<file path="config.mk">
export PLATFORM = sky130hd
export DESIGN_NAME = base64_decoder
export DESIGN_NICKNAME = d
export VERILOG_FILES = /design/src/sv/b64d_pkg.sv /design/src/sv/base64_decoder.sv
export VERILOG_INCLUDE_DIRS = /design/src /design/src/sv
export SDC_FILE = /design/constraint.sdc
export NUM_CORES = 1
export LEC_CHECK = 0
export ABC_AREA = 1
export BUFFER_PORTS_ARGS = -buffer_cell sky130_fd_sc_hd__buf_2
export CAP_MARGIN = 20
export CORE_ASPECT_RATIO = 1.75
export CORE_UTILIZATION = 42
export DETAILED_ROUTE_END_ITERATION = 6
export PLACE_DENSITY = 0.68
export SLEW_MARGIN = 20
export SYNTH_ARGS = -nofsm -noshare
export SYNTH_HDL_FRONTEND = slang
export SYNTH_SLANG_ARGS = --single-unit
</file>
<file path="constraint.sdc">
create_clock -name aclk -period 3.5 [get_ports aclk]
set_input_delay 0.35 -clock aclk [delete_from_list [all_inputs] [get_ports aclk]]
set_output_delay 0.35 -clock aclk [all_outputs]
set_load 0.1 [all_outputs]
</file>
<file path="src/sv/base64_decoder_assert.svh">
`ifndef BASE64_DECODER_ASSERT_SVH
`define BASE64_DECODER_ASSERT_SVH

// Same-cycle implication, disabled while in reset.
`define B64D_ASSERT_IMP(lbl, ante, cons) \
    lbl: assert property (@(posedge aclk) disable iff (!aresetn) (ante) |-> (cons)) \
        else $error("b64d assertion failed");

// Next-cycle implication, disabled while in reset.
`define B64D_ASSERT_NXT(lbl, ante, cons) \
    lbl: assert property (@(posedge aclk) disable iff (!aresetn) (ante) |=> (cons)) \
        else $error("b64d assertion failed");

`endif

</file>
<file path="src/sv/b64d_pkg.sv">
package b64d_pkg;

    localparam int FIFO_DEPTH = 8;
    localparam int PTR_W      = $clog2(FIFO_DEPTH);
    localparam int CNT_W      = $clog2(FIFO_DEPTH + 1);
    localparam int MAX_PUSH   = 3;

    localparam logic [1:0] STATUS_OK        = 2'd0;
    localparam logic [1:0] STATUS_BAD_CHAR  = 2'd1;
    localparam logic [1:0] STATUS_BAD_LEN   = 2'd2;

    localparam logic [7:0] CHAR_PAD   = 8'h3D;
    localparam logic [7:0] CHAR_PLUS  = 8'h2B;
    localparam logic [7:0] CHAR_SLASH = 8'h2F;
    localparam logic [7:0] CHAR_SPACE = 8'h20;

    typedef struct packed {
        logic [7:0] data_byte;
        logic       byte_valid;
        logic [1:0] status;
        logic       last;
    } result_t;

    function automatic logic is_space(input logic [7:0] c);
        return (c == CHAR_SPACE) || (c inside {[8'h09:8'h0D]});
    endfunction

    // {invalid, sextet}
    function automatic logic [6:0] sextet_of(input logic [7:0] c);
        logic [7:0] d;
        logic [6:0] r;
        d = 8'd0;
        r = {1'b1, 6'd0};
        if (c inside {[8'h41:8'h5A]}) begin
            d = c - 8'h41;
            r = {1'b0, d[5:0]};
        end else if (c inside {[8'h61:8'h7A]}) begin
            d = c - 8'h61 + 8'd26;
            r = {1'b0, d[5:0]};
        end else if (c inside {[8'h30:8'h39]}) begin
            d = c - 8'h30 + 8'd52;
            r = {1'b0, d[5:0]};
        end else if (c == CHAR_PLUS) begin
            r = {1'b0, 6'd62};
        end else if (c == CHAR_SLASH) begin
            r = {1'b0, 6'd63};
        end
        return r;
    endfunction

endpackage

</file>
<file path="src/sv/base64_decoder.sv">
// Streaming Base64 decoder (standard alphabet). One character is taken per
// transfer on the s_ side, one character per cycle while s_tready is high; whitespace is
// skipped, every fourth non-whitespace character releases up to three bytes,
// and the character flagged by s_tlast closes the message with a final
// result that carries the status (ok, bad character, or bad length, which
// wins over bad character). Results are registered into an 8-entry result
// queue and leave it in order on the m_ side, one per
// transfer; s_tready is low only while fewer than three queue entries are
// free, which happens only when the m_ side stalls. On any nonzero status
// the whole message should be dropped downstream.
`include "base64_decoder_assert.svh"

module base64_decoder import b64d_pkg::*; (
    input  logic       aclk,
    input  logic       aresetn,
    input  logic       s_tvalid,
    output logic       s_tready,
    input  logic [7:0] s_tdata,   // [7:0] text_char
    input  logic       s_tlast,   // end_of_text
    output logic       m_tvalid,
    input  logic       m_tready,
    output logic [7:0] m_tdata,   // [7:0] data_byte
    output logic [2:0] m_tuser,   // [0] byte_valid, [2:1] status
    output logic       m_tlast    // last
);

    logic [1:0]  gp_reg, gp_next;
    logic [17:0] held_reg, held_next;
    logic        tpad_reg, tpad_next;
    logic        bad_reg, bad_next;

    result_t            mem_reg [FIFO_DEPTH];
    logic [PTR_W-1:0]   wptr_reg, wptr_next;
    logic [PTR_W-1:0]   rptr_reg, rptr_next;
    logic [CNT_W-1:0]   count_reg, count_next;

    logic        s_fire, m_fire;
    logic        space, pad, bad_now, complete, bad_acc, p1, p2;
    logic [6:0]  sx;
    logic [5:0]  v;
    logic [23:0] word;
    logic [1:0]  gp_after, status;
    logic [1:0]  push_cnt;
    result_t     ent [MAX_PUSH];

    assign s_fire   = s_tvalid && s_tready;
    assign m_fire   = m_tvalid && m_tready;
    assign s_tready = count_reg <= CNT_W'(FIFO_DEPTH - MAX_PUSH);
    assign m_tvalid = count_reg != '0;

    assign m_tdata  = mem_reg[rptr_reg].data_byte;
    assign m_tuser  = {mem_reg[rptr_reg].status, mem_reg[rptr_reg].byte_valid};
    assign m_tlast  = mem_reg[rptr_reg].last;

    always_comb begin
        space    = is_space(s_tdata);
        pad      = (s_tdata == CHAR_PAD) && gp_reg[1];
        sx       = sextet_of(s_tdata);
        bad_now  = !space && !pad && sx[6];
        v        = (pad || sx[6]) ? 6'd0 : sx[5:0];
        bad_acc  = bad_reg || bad_now;
        complete = !space && (gp_reg == 2'd3);
        word     = {held_reg, v};
        p1       = !tpad_reg;
        p2       = !pad;

        if (space)         gp_after = gp_reg;
        else if (complete) gp_after = 2'd0;
        else               gp_after = gp_reg + 2'd1;

        if (gp_after != 2'd0) status = STATUS_BAD_LEN;
        else if (bad_acc)     status = STATUS_BAD_CHAR;
        else                  status = STATUS_OK;

        for (int i = 0; i < MAX_PUSH; i++) begin
            ent[i] = '{data_byte: 8'd0, byte_valid: 1'b0, status: STATUS_OK, last: 1'b0};
        end

        push_cnt = 2'd0;
        if (complete && !bad_acc) begin
            ent[0].data_byte  = word[23:16];
            ent[0].byte_valid = 1'b1;
            ent[1].data_byte  = p1 ? word[15:8] : word[7:0];
            ent[1].byte_valid = 1'b1;
            ent[2].data_byte  = word[7:0];
            ent[2].byte_valid = 1'b1;
            push_cnt = 2'd1 + {1'b0, p1} + {1'b0, p2};
            if (s_tlast) begin
                ent[push_cnt - 2'd1].status = status;
                ent[push_cnt - 2'd1].last   = 1'b1;
            end
        end else if (s_tlast) begin
            ent[0].status = status;
            ent[0].last   = 1'b1;
            push_cnt = 2'd1;
        end
        if (!s_fire) push_cnt = 2'd0;

        gp_next   = gp_reg;
        held_next = held_reg;
        tpad_next = tpad_reg;
        bad_next  = bad_reg;
        if (s_fire) begin
            if (s_tlast) begin
                gp_next   = 2'd0;
                held_next = 18'd0;
                tpad_next = 1'b0;
                bad_next  = 1'b0;
            end else if (!space) begin
                gp_next  = gp_after;
                bad_next = bad_acc;
                if (complete) begin
                    held_next = 18'd0;
                    tpad_next = 1'b0;
                end else begin
                    held_next = {held_reg[11:0], v};
                    if (gp_reg == 2'd2) tpad_next = pad;
                end
            end
        end

        wptr_next  = wptr_reg + PTR_W'(push_cnt);
        rptr_next  = rptr_reg + PTR_W'(m_fire);
        count_next = count_reg + CNT_W'(push_cnt) - CNT_W'(m_fire);
    end

    always_ff @(posedge aclk) begin
        if (!aresetn) begin
            gp_reg    <= 2'd0;
            held_reg  <= 18'd0;
            tpad_reg  <= 1'b0;
            bad_reg   <= 1'b0;
            wptr_reg  <= '0;
            rptr_reg  <= '0;
            count_reg <= '0;
        end else begin
            gp_reg    <= gp_next;
            held_reg  <= held_next;
            tpad_reg  <= tpad_next;
            bad_reg   <= bad_next;
            wptr_reg  <= wptr_next;
            rptr_reg  <= rptr_next;
            count_reg <= count_next;
        end
    end

    always_ff @(posedge aclk) begin
        for (int i = 0; i < MAX_PUSH; i++) begin
            if (PTR_W'(i) < PTR_W'(push_cnt)) begin
                mem_reg[wptr_reg + PTR_W'(i)] <= ent[i];
            end
        end
    end

    `B64D_ASSERT_IMP(a_count_bound, 1'b1, count_reg <= CNT_W'(FIFO_DEPTH))
    `B64D_ASSERT_NXT(a_eot_clears, s_fire && s_tlast,
                     gp_reg == 2'd0 && !bad_reg && !tpad_reg && held_reg == 18'd0)
    `B64D_ASSERT_NXT(a_eot_pushes, s_fire && s_tlast && !m_fire,
                     count_reg > $past(count_reg))
    `B64D_ASSERT_IMP(a_status_on_last, m_tvalid && m_tuser[2:1] != STATUS_OK, m_tlast)
    `B64D_ASSERT_IMP(a_empty_on_last, m_tvalid && !m_tuser[0], m_tlast)

endmodule

</file>
==> results.md, run 1 <==
Status:
- The flow ran to the end, and the final reports show no timing, DRC or antenna violations.

Cells and area:
- The ratio of cells with drive above 1 in the final layout is 13.20%.
- The flip-flop count of the largest register, all copies and words added is between 90 and 100.
- The signed area change from the synthesized netlist to the final layout is 13.20%.
- The count of inserted antenna diode cells is 0.
- Fill cells in the final layout number 2,209.
- The post-route core utilization is 48.30%.
- After the flow finishes, the layout carries non-filler instances totaling 1,656.
- The final non-filler cell area is 0.01038 mm^2.
- The net count of the finished layout is 1,392.

Routing:
- The total via count in the routed design is 8,916.
- The number of DRC markers after the initial detailed-route iteration is between 500 and 600.
- After detailed routing, the number of remaining DRC violations is 0.
- For this block, wires on met1 add up to 10,310 um.
- The final routed wire length divided by cell count is 17.71 um.
- Summed over all nets, wire length on met2 after detailed routing comes to 15,280 um.
- The count of nets left with antenna violations once routing finished came out at 0.
- The detailed router used layers up to and including met4.
- The sum of routed wire length over all layers is between 20,000 and 30,000 um.
- The met3 wirelength from detailed routing is 1371 um.
- The first TritonRoute pass finished after 5 iterations.
- The per-cell via count in the routed design is 5.384.

Worst setup path:
- The endpoint of the most critical setup path is m_tdata[0].
- The endpoint identified for the worst register-to-register timing path is count_reg[2]$_SDFF_PN0_.
- The origin of the critical flop-to-flop path is gp_reg[1]$_SDFFE_PN0P_.
- The required time reported for the critical path endpoint is ~3.2 ns.
- Counting cells, the worst reg-to-reg path comes to 12.
- Along the worst path, the maximum fanout reaches 24.
- Data arrives at the worst endpoint at 2.60 ns.
- On the worst path, the slowest cell contributes a delay of 0.56 ns.
- The master of the slowest instance on the critical path is sky130_fd_sc_hd__inv_1.
- The setup check on the worst reg-to-reg path leaves a slack of around 0.73 ns.
- Traced cell by cell, the critical path runs through inv_1 > o21ai_0 > o22ai_1 > nor2_1 > a31oi_1 > buf_2.
- The first element of the critical path is rptr_reg[1]$_SDFF_PN0_.
- The worst setup path is launched from a flop.
- The endpoint type of the worst setup path is an output port.
- The critical path in this run is classified as flop to output port.

Hold path:
- The path category of the worst min-delay check is primary input to flop.
- The critical hold path startpoint is aresetn.

Yosys:
- The portion of netlist area occupied by mux cells is 0%.
- The number of enable flip-flop cells after synthesis is 96.
- The main combinational cell family by area after synthesis is simple AND/OR/NAND/NOR gates.
- After Yosys synthesis, XOR and XNOR cells account for less than 1% of the synthesized area.
- Counting flops with an async set or reset pin after synthesis yields a share of 0%.
- Of the total synthesized cell area, the portion taken by AND, OR, NAND and NOR gates is 42.23%.
- The netlist uses 40 different library cells.
- By area the synthesized netlist is led by sky130_fd_sc_hd__edfxtp_1 (31%), sky130_fd_sc_hd__nand2_1 (21%), sky130_fd_sc_hd__nand4_1 (7.2%), sky130_fd_sc_hd__dfxtp_1 (7.0%), sky130_fd_sc_hd__nor2_1 (6.5%).
- The synthesized netlist devotes 3.847% of its cell area to adder and majority cells.
- Averaged over all synthesized cells, the footprint is ~7 um^2.
- The post-synthesis cell type with the largest combined area is sky130_fd_sc_hd__edfxtp_1.
- The yosys synthesis warning count is 0.
- The number of register bits inferred by synthesis is approximately 130.
- The area share of the leading cell type in the synthesized netlist is 31.43%.
- The synthesized netlist occupies a cell area of 0.009173 mm^2.
- The most used flip-flop cell after synthesis is sky130_fd_sc_hd__edfxtp_1.
- The synthesized netlist devotes 7.202% of its cell area to compound gates.
- Sequential elements use roughly two fifths of the synthesized area.
- The total nets after synthesis is 1,349.
- The instance count of the mapped netlist is 1,309.

Place:
- The worst slack at placement is 0.1682 ns.
- The number of cells after detailed placement is 1,625.
- During placement, the flow inserted port buffers numbering 26.
- The HPWL after detailed placement is 22,600 um.
- The placed instances occupy a cell area of approximately 0.01 mm^2.
- The last weighted congestion value of the routability-driven placer is 1.101.

Clocking:
- The TritonCTS clock tree is yes.
- In this run, post-CTS hold repair placed 0 buffers.
- The H-tree depth is 4.
- Clock-pin slew was measured on the worst setup and hold paths at 0.06 ns.
- Clock tree synthesis found a total of around 130 sinks.
- The clock latency reported for the late side of the worst-skew pair is 0.42 ns.
- The number of post-CTS setup repair buffers is 0.
- Counting the buffers created by CTS gives 17.
- The root buffer cell is sky130_fd_sc_hd__clkbuf_16.
- After clock tree synthesis, the repair step resized 0 gates.
- No sink is reached through more buffers than the 2 on the longest clock path.

Pwr:
- The completed layout was analyzed and its total power is 5.264 mW.
- The power density of the placed cells is 506.9 mW/mm^2.
- The worst vdd rail ir drop is 0.0003309 V.
- For this design the static power due to leakage is 4.527 nW.

Die:
- 27 I/O pins were placed.
- The die covers around 0.022 mm^2.
- The effective utilization at floorplan is 42.67%.
- The floorplan step set the die width to 113.7 um.
- The core region area is 0.02150 mm^2.
- The floorplan step set the die height to 197.5 um.
- The number of placement rows is 71.

Global routing:
- The total congestion overflow is 0.
- The number of global-route vias before repair was ~8,600.
- Entering global routing, the biggest net connects 50 pins.
- The total routing usage reported by global routing is 27.47%.
- The first global-routing pass estimated between 40,000 and 50,000 um of wire.
- The initial antenna violation count came to 0.

Timing:
- Setup repair after global routing left no endpoint under its margin.
- Setup total negative slack on the finished layout was measured at 0 ns.
- The measured slew at the worst slew-check pin is approximately 0.84 ns.
- Measured against its own limit, the worst slew margin works out to 44.16%.
- The time the final worst path needs with I/O delays and setup is just under 3 ns.
- The final number of hold-violating endpoints is 0.
- Setup violations remaining at the end of the flow were counted as 0.
- The ratio of final minimum period to clock period is 84.34%.
- The maximum frequency from static timing analysis is between 300 and 400 MHz.
- The number of max-slew violations in the final report was 0.
- The clock tree skew after final layout is around 0.009 ns.
- On the final layout, the worst hold slack is 0.2362 ns.
- The minimum setup slack in the final design is 0.5480 ns.

Flow run:
- The count of max-cap constraint violations is 0.
[area by class of cell]
cell class / count / area [um^2] / area share (%)
Timing Repair Buffer: 101 / 705.7 / 6.796
Multi-Input combinational cell: 1027 / 4957 / 47.74
Clock inverter: 14 / 117.6 / 1.133
Inverter: 77 / 289.0 / 2.783
Tap cell: 292 / 365.4 / 3.518
Sequential cell: 128 / 3523 / 33.93
Clock buffer: 17 / 425.4 / 4.097
[cells in the mapped netlist, drive strengths merged, types with 6 or more instances]
cell and count:
nand4 105, a31oi 12, nand3 52, inv 74, dfxtp 32, o22ai 12, or2 7, xor2 6
buf 42, nor3 24, o21ai 58, nand2 508, ha 25, clkbuf 35, edfxtp 96, a21oi 19
a22oi 12, nor2 178
[per-layer routing]
metal / up-vias / track usage, %
li1: 4453 / -
met5: - / 0
met3: 112 / 4.296
met4: 0 / 21.59
met1: 4011 / 27.56
met2: 340 / 49.84
[kinds of logic (layout without fill, tap and decap cells)]
logic type | count (synthesis) | in the layout
and+or+nand+nor | 875 | 875
buffers and inverters | 154 | 209
DFF | 128 | 128
AOI/OAI and AO/OA | 117 | 117
adders and majority gates | 27 | 27
xor gates and xnor gates | 8 | 8
[power by group]
group	internal, mW	switching (mW)	total [mW]
combinational	0.401	1.50	1.90
sequential	1.69	0.0347	1.72
clock	0.967	0.680	1.65
[worst max-delay path, delay by kind of cell, from the launching register on]
family / cells / cell delay [ns]
flip-flops: 1 / 0.31
AND/OR/NAND/NOR: 1 / 0.07
buffers and inverters: 2 / 1.03
AO/OA/AOI/OAI: 3 / 0.77
[placed cells by master (no fill, tap or decap), types with 26 or more instances in the layout]
cell	netlist	routed
sky130_fd_sc_hd__dfxtp_1	32	32
sky130_fd_sc_hd__o21ai_0	57	57
sky130_fd_sc_hd__nand2_1	505	505
sky130_fd_sc_hd__buf_4	12	74
sky130_fd_sc_hd__nand3_1	46	46
sky130_fd_sc_hd__edfxtp_1	96	96
sky130_fd_sc_hd__nor2_1	158	158
sky130_fd_sc_hd__inv_1	66	66
sky130_fd_sc_hd__buf_2	24	26
sky130_fd_sc_hd__nand4_1	105	105
[how the worst min path moves through the flow]
stage,endpoint,depth (start not counted),slack [ns]
after floorplan,count_reg[0]$_SDFF_PN0_,2,0.44
after global placement,held_reg[3]$_SDFFE_PN0P_,2,0.47
after detailed placement,held_reg[3]$_SDFFE_PN0P_,2,0.46
after CTS,wptr_reg[0]$_SDFF_PN0_,3,0.23
after global routing,rptr_reg[0]$_SDFF_PN0_,3,0.24
final,wptr_reg[0]$_SDFF_PN0_,3,0.24
Note: power is estimated with default switching activity, not from simulation.
==> inputs of run 2 (changes only) <==
Settings changed: PLACE_DENSITY 0.68 to 0.71.
Clock period 3.5 ns to 2.5 ns, I/O delays scaled along.
==> run 2 against run 1 <==
Against the previous run:
- first-iteration DRC count up 42%
- core utilization rose by 6.2 points
- via count is 6.8% higher
- power is 53% higher
- flip-flop and latch count unchanged
- global-route usage rose by 2.1 points
==> results.md, run 2 (synthesis gave the netlist of run 1 again) <==
Cells and area:
- The area of combinational cells with multiple inputs is 0.005617 mm^2.
- The area taken by flip-flops and latches is around 0.0035 mm^2.
- The commonest non-fill, non-tap cell in the layout is sky130_fd_sc_hd__nand2_1.
- The layout has approximately 2,100 filler cells.
- In the layout the commonest cells are sky130_fd_sc_hd__nand2_1 (479), sky130_fd_sc_hd__nor2_1 (143), sky130_fd_sc_hd__buf_4 (138).
- The post-route core utilization is 54.53%.
- The number of nets in the finished design is 1,468.
- Relative to the synthesized area, the layout overhead comes to 27.81%.
- Cells with a size suffix above 1 make up 24.31% of the layout.
- The count of inserted antenna diode cells is 0.
- The flip-flop count of the largest register, all copies and words added is 96.

Die:
- The floorplan step defined a die boundary enclosing approximately 0.022 mm^2.
- The count of pins on the block boundary is 27.
- The effective utilization at floorplan is 42.67%.
- After floorplanning, the core was divided into 71 placement rows.
- The core region area is 0.02150 mm^2.
- The floorplan step set the die width to 113.7 um.
- The vertical die dimension is between 150 and 200 um.

Worst setup path:
- STA classifies the critical path endpoint as a flop.
- The highest fanout seen on the critical path is 14.
- The type of the worst setup path is flop to flop.
- The cell family contributing the most delay on the critical path is simple AND/OR/NAND/NOR gates.
- At the worst endpoint, the arrival time is 2.61 ns.
- The worst setup path is launched from a flop.
- The delay of the slowest cell on the worst path is 0.33 ns.
- The slowest stage of the critical path is the sky130_fd_sc_hd__dfxtp_2 cell.
- Walking the worst path, the cells encountered are nand3_2 > nor3_4 > inv_2 > ha_4 > nand4_1 > nand2_2 > nor2_8 > buf_12 > clkbuf_16 > buf_4 > buf_4 > nand4_1 > nand2_1.
- Counting both buffers and inverters, the worst setup path holds a total of 5.
- STA puts the critical path data required time at approximately 2.7 ns.

Global routing:
- The wire length of the first global-routing pass is 49,020 um.
- The total routing usage reported by global routing is 29.58%.
- The number of global-route vias before repair is approximately 8,900.
- Entering global routing, the biggest net connects 49 pins.
- The initial antenna violation count came to 0.
- The total congestion overflow is 0.

Routing:
- Wires add up to approximately 33,000 um.
- The final routed wire length divided by cell count is 19.22 um.
- Across all layers, the routed design uses around 9,500 vias.
- The residual antenna-violating net count after detailed routing is 0.
- For this run, the detailed router's first-pass iteration total came to 6.
- After detailed routing, the number of remaining DRC violations is 0.
- The first routing iteration left 790 violations.
- Using the TritonRoute via totals, the vias-per-cell ratio works out to between 5 and 6.

Timing:
- The clock tree skew after final layout is approximately 0.009 ns.
- Derived from the worst setup path, the maximum achievable clock frequency is 410.9 MHz.
- At the pin with the least slew margin, the transition time is 0.9160 ns.
- Setup repair after global routing could not meet its margin everywhere.
- The final total negative setup slack is 0 ns.
- Hold is met by 0.07133 ns.
- The ratio of final minimum period to clock period is roughly 97%.
- Setup violations remaining at the end of the flow were counted as 0.
- The final number of hold-violating endpoints came to 0.
- Measured against its own limit, the worst slew margin works out to about two fifths.
- For the finished layout, the period the worst path requires is 2.434 ns.
- The number of max-slew violations in the final report is 0.
- Setup slack on the critical path of the routed design comes to ~0.066 ns.

Clocking:
- The TritonCTS clock tree is yes.
- The H-tree was split into 4 levels.
- Clock tree synthesis found a total of 128 sinks.
- The longest clock path from root to sink contains 2 buffers.
- The clock latency reported for the late side of the worst-skew pair is 0.45 ns.
- Buffers inserted during clock tree synthesis total 17.
- The root buffer cell is sky130_fd_sc_hd__clkbuf_16.
- Clock-pin slew was measured on the worst setup and hold paths at 0.06 ns.

Pwr:
- The analysis attributes to cell leakage a power of 5.132 nW.
- Power spread over the standard cell area amounts to 686.3 mW/mm^2.
- The worst vdd rail ir drop is 0.0005623 V.

Status:
- The run finished with clean final reports.

Place:
- Prior to clock tree synthesis, the placed netlist has a worst setup slack of -0.5031 ns.
- The last weighted congestion value of the routability-driven placer is 0.9912.
- The number of buffers inserted by port buffering is 26.
- Once detailed placement completed, the half-perimeter wirelength came to 24,190 um.

Hold path:
- The path category of the worst min-delay check is primary input to flop.

Flow run:
- The tool flagged a number of max-cap violations equal to 0.
==> run 2: changes by cell type in the layout (fill, tap and decap cells not counted), moves of 11 or more <==
cell	previous run	this run
sky130_fd_sc_hd__nand2_2	3	27
sky130_fd_sc_hd__buf_2	26	13
sky130_fd_sc_hd__nor2_1	158	143
sky130_fd_sc_hd__nand2_1	505	479
sky130_fd_sc_hd__a31oi_2	0	12
sky130_fd_sc_hd__nand3_4	2	20
sky130_fd_sc_hd__buf_4	74	138
sky130_fd_sc_hd__nand3_1	46	34
sky130_fd_sc_hd__a31oi_1	12	0
sky130_fd_sc_hd__ha_1	25	14
sky130_fd_sc_hd__nor2_2	8	22
==> run 2: path summary, 6_finish.rpt <==
| kind | from | endpoint | slack, ns | cells past startpoint |
|---|---|---|---|---|
| worst max-delay path | gp_reg[1]$_SDFFE_PN0P_ | mem_reg[0][7]$_DFFE_PP_ | 0.07 | 13 |
| worst min-delay path | aresetn | rptr_reg[0]$_SDFF_PN0_ | 0.07 | 3 |
| worst max register to register | gp_reg[1]$_SDFFE_PN0P_ | mem_reg[0][7]$_DFFE_PP_ | 0.07 | 13 |
| worst min register to register | held_reg[2]$_SDFFE_PN0P_ | held_reg[2]$_SDFFE_PN0P_ | 0.48 | 2 |
==> run 2: area by class of cell <==
| type | instances | area share [%] |
|---|---|---|
| clock buffer | 19 | 3.693 |
| clock inverter | 12 | 0.8111 |
| inverter | 77 | 2.593 |
| multi-input combinational | 1035 | 47.91 |
| sequential | 128 | 30.07 |
| tap | 292 | 3.116 |
| timing repair buffer | 169 | 11.80 |
==> run 2: what timing repair did <==
item                       CTS  global route
gates cloned                 0            10
resized for setup           13            79
setup endpoints to repair   71           186
pin swaps                    1            30
hold buffers                 0             0
setup buffers                0             9
==> run 2: tightest hold or removal path: stages <==
cell and delay (ns):
sky130_fd_sc_hd__buf_2 0.14, sky130_fd_sc_hd__nand2_1 0.06, sky130_fd_sc_hd__inv_1 0.03
==> run 2: power by group <==
group / internal [mW] / switching [mW] / leakage [nW]
Clock: 1.34 / 0.971 / 0.249
Combinational: 0.993 / 2.30 / 3.82
Sequential: 2.36 / 0.0783 / 1.06
Total: 4.70 / 3.35 / 5.13
==> run 2: stage by stage <==
stage	total power, mW	std cells	area [um^2]
after CTS	7.780	1713	11220
after floorplan	4.659	1309	9512
after global routing	8.369	1732	11720
after detailed placement	5.457	1682	10650
after global placement	5.416	1682	10650
final	8.046	1732	11720
==> run 2: per-layer routing <==
metal / track usage (%) / up-vias / wire length (um)
li1: - / 4626 / -
met1: 29.13 / 4282 / 11360
met2: 53.21 / 459 / 16870
met3: 5.585 / 151 / 1983
met4: 24.12 / 0 / 3070
met5: 0 / - / 0
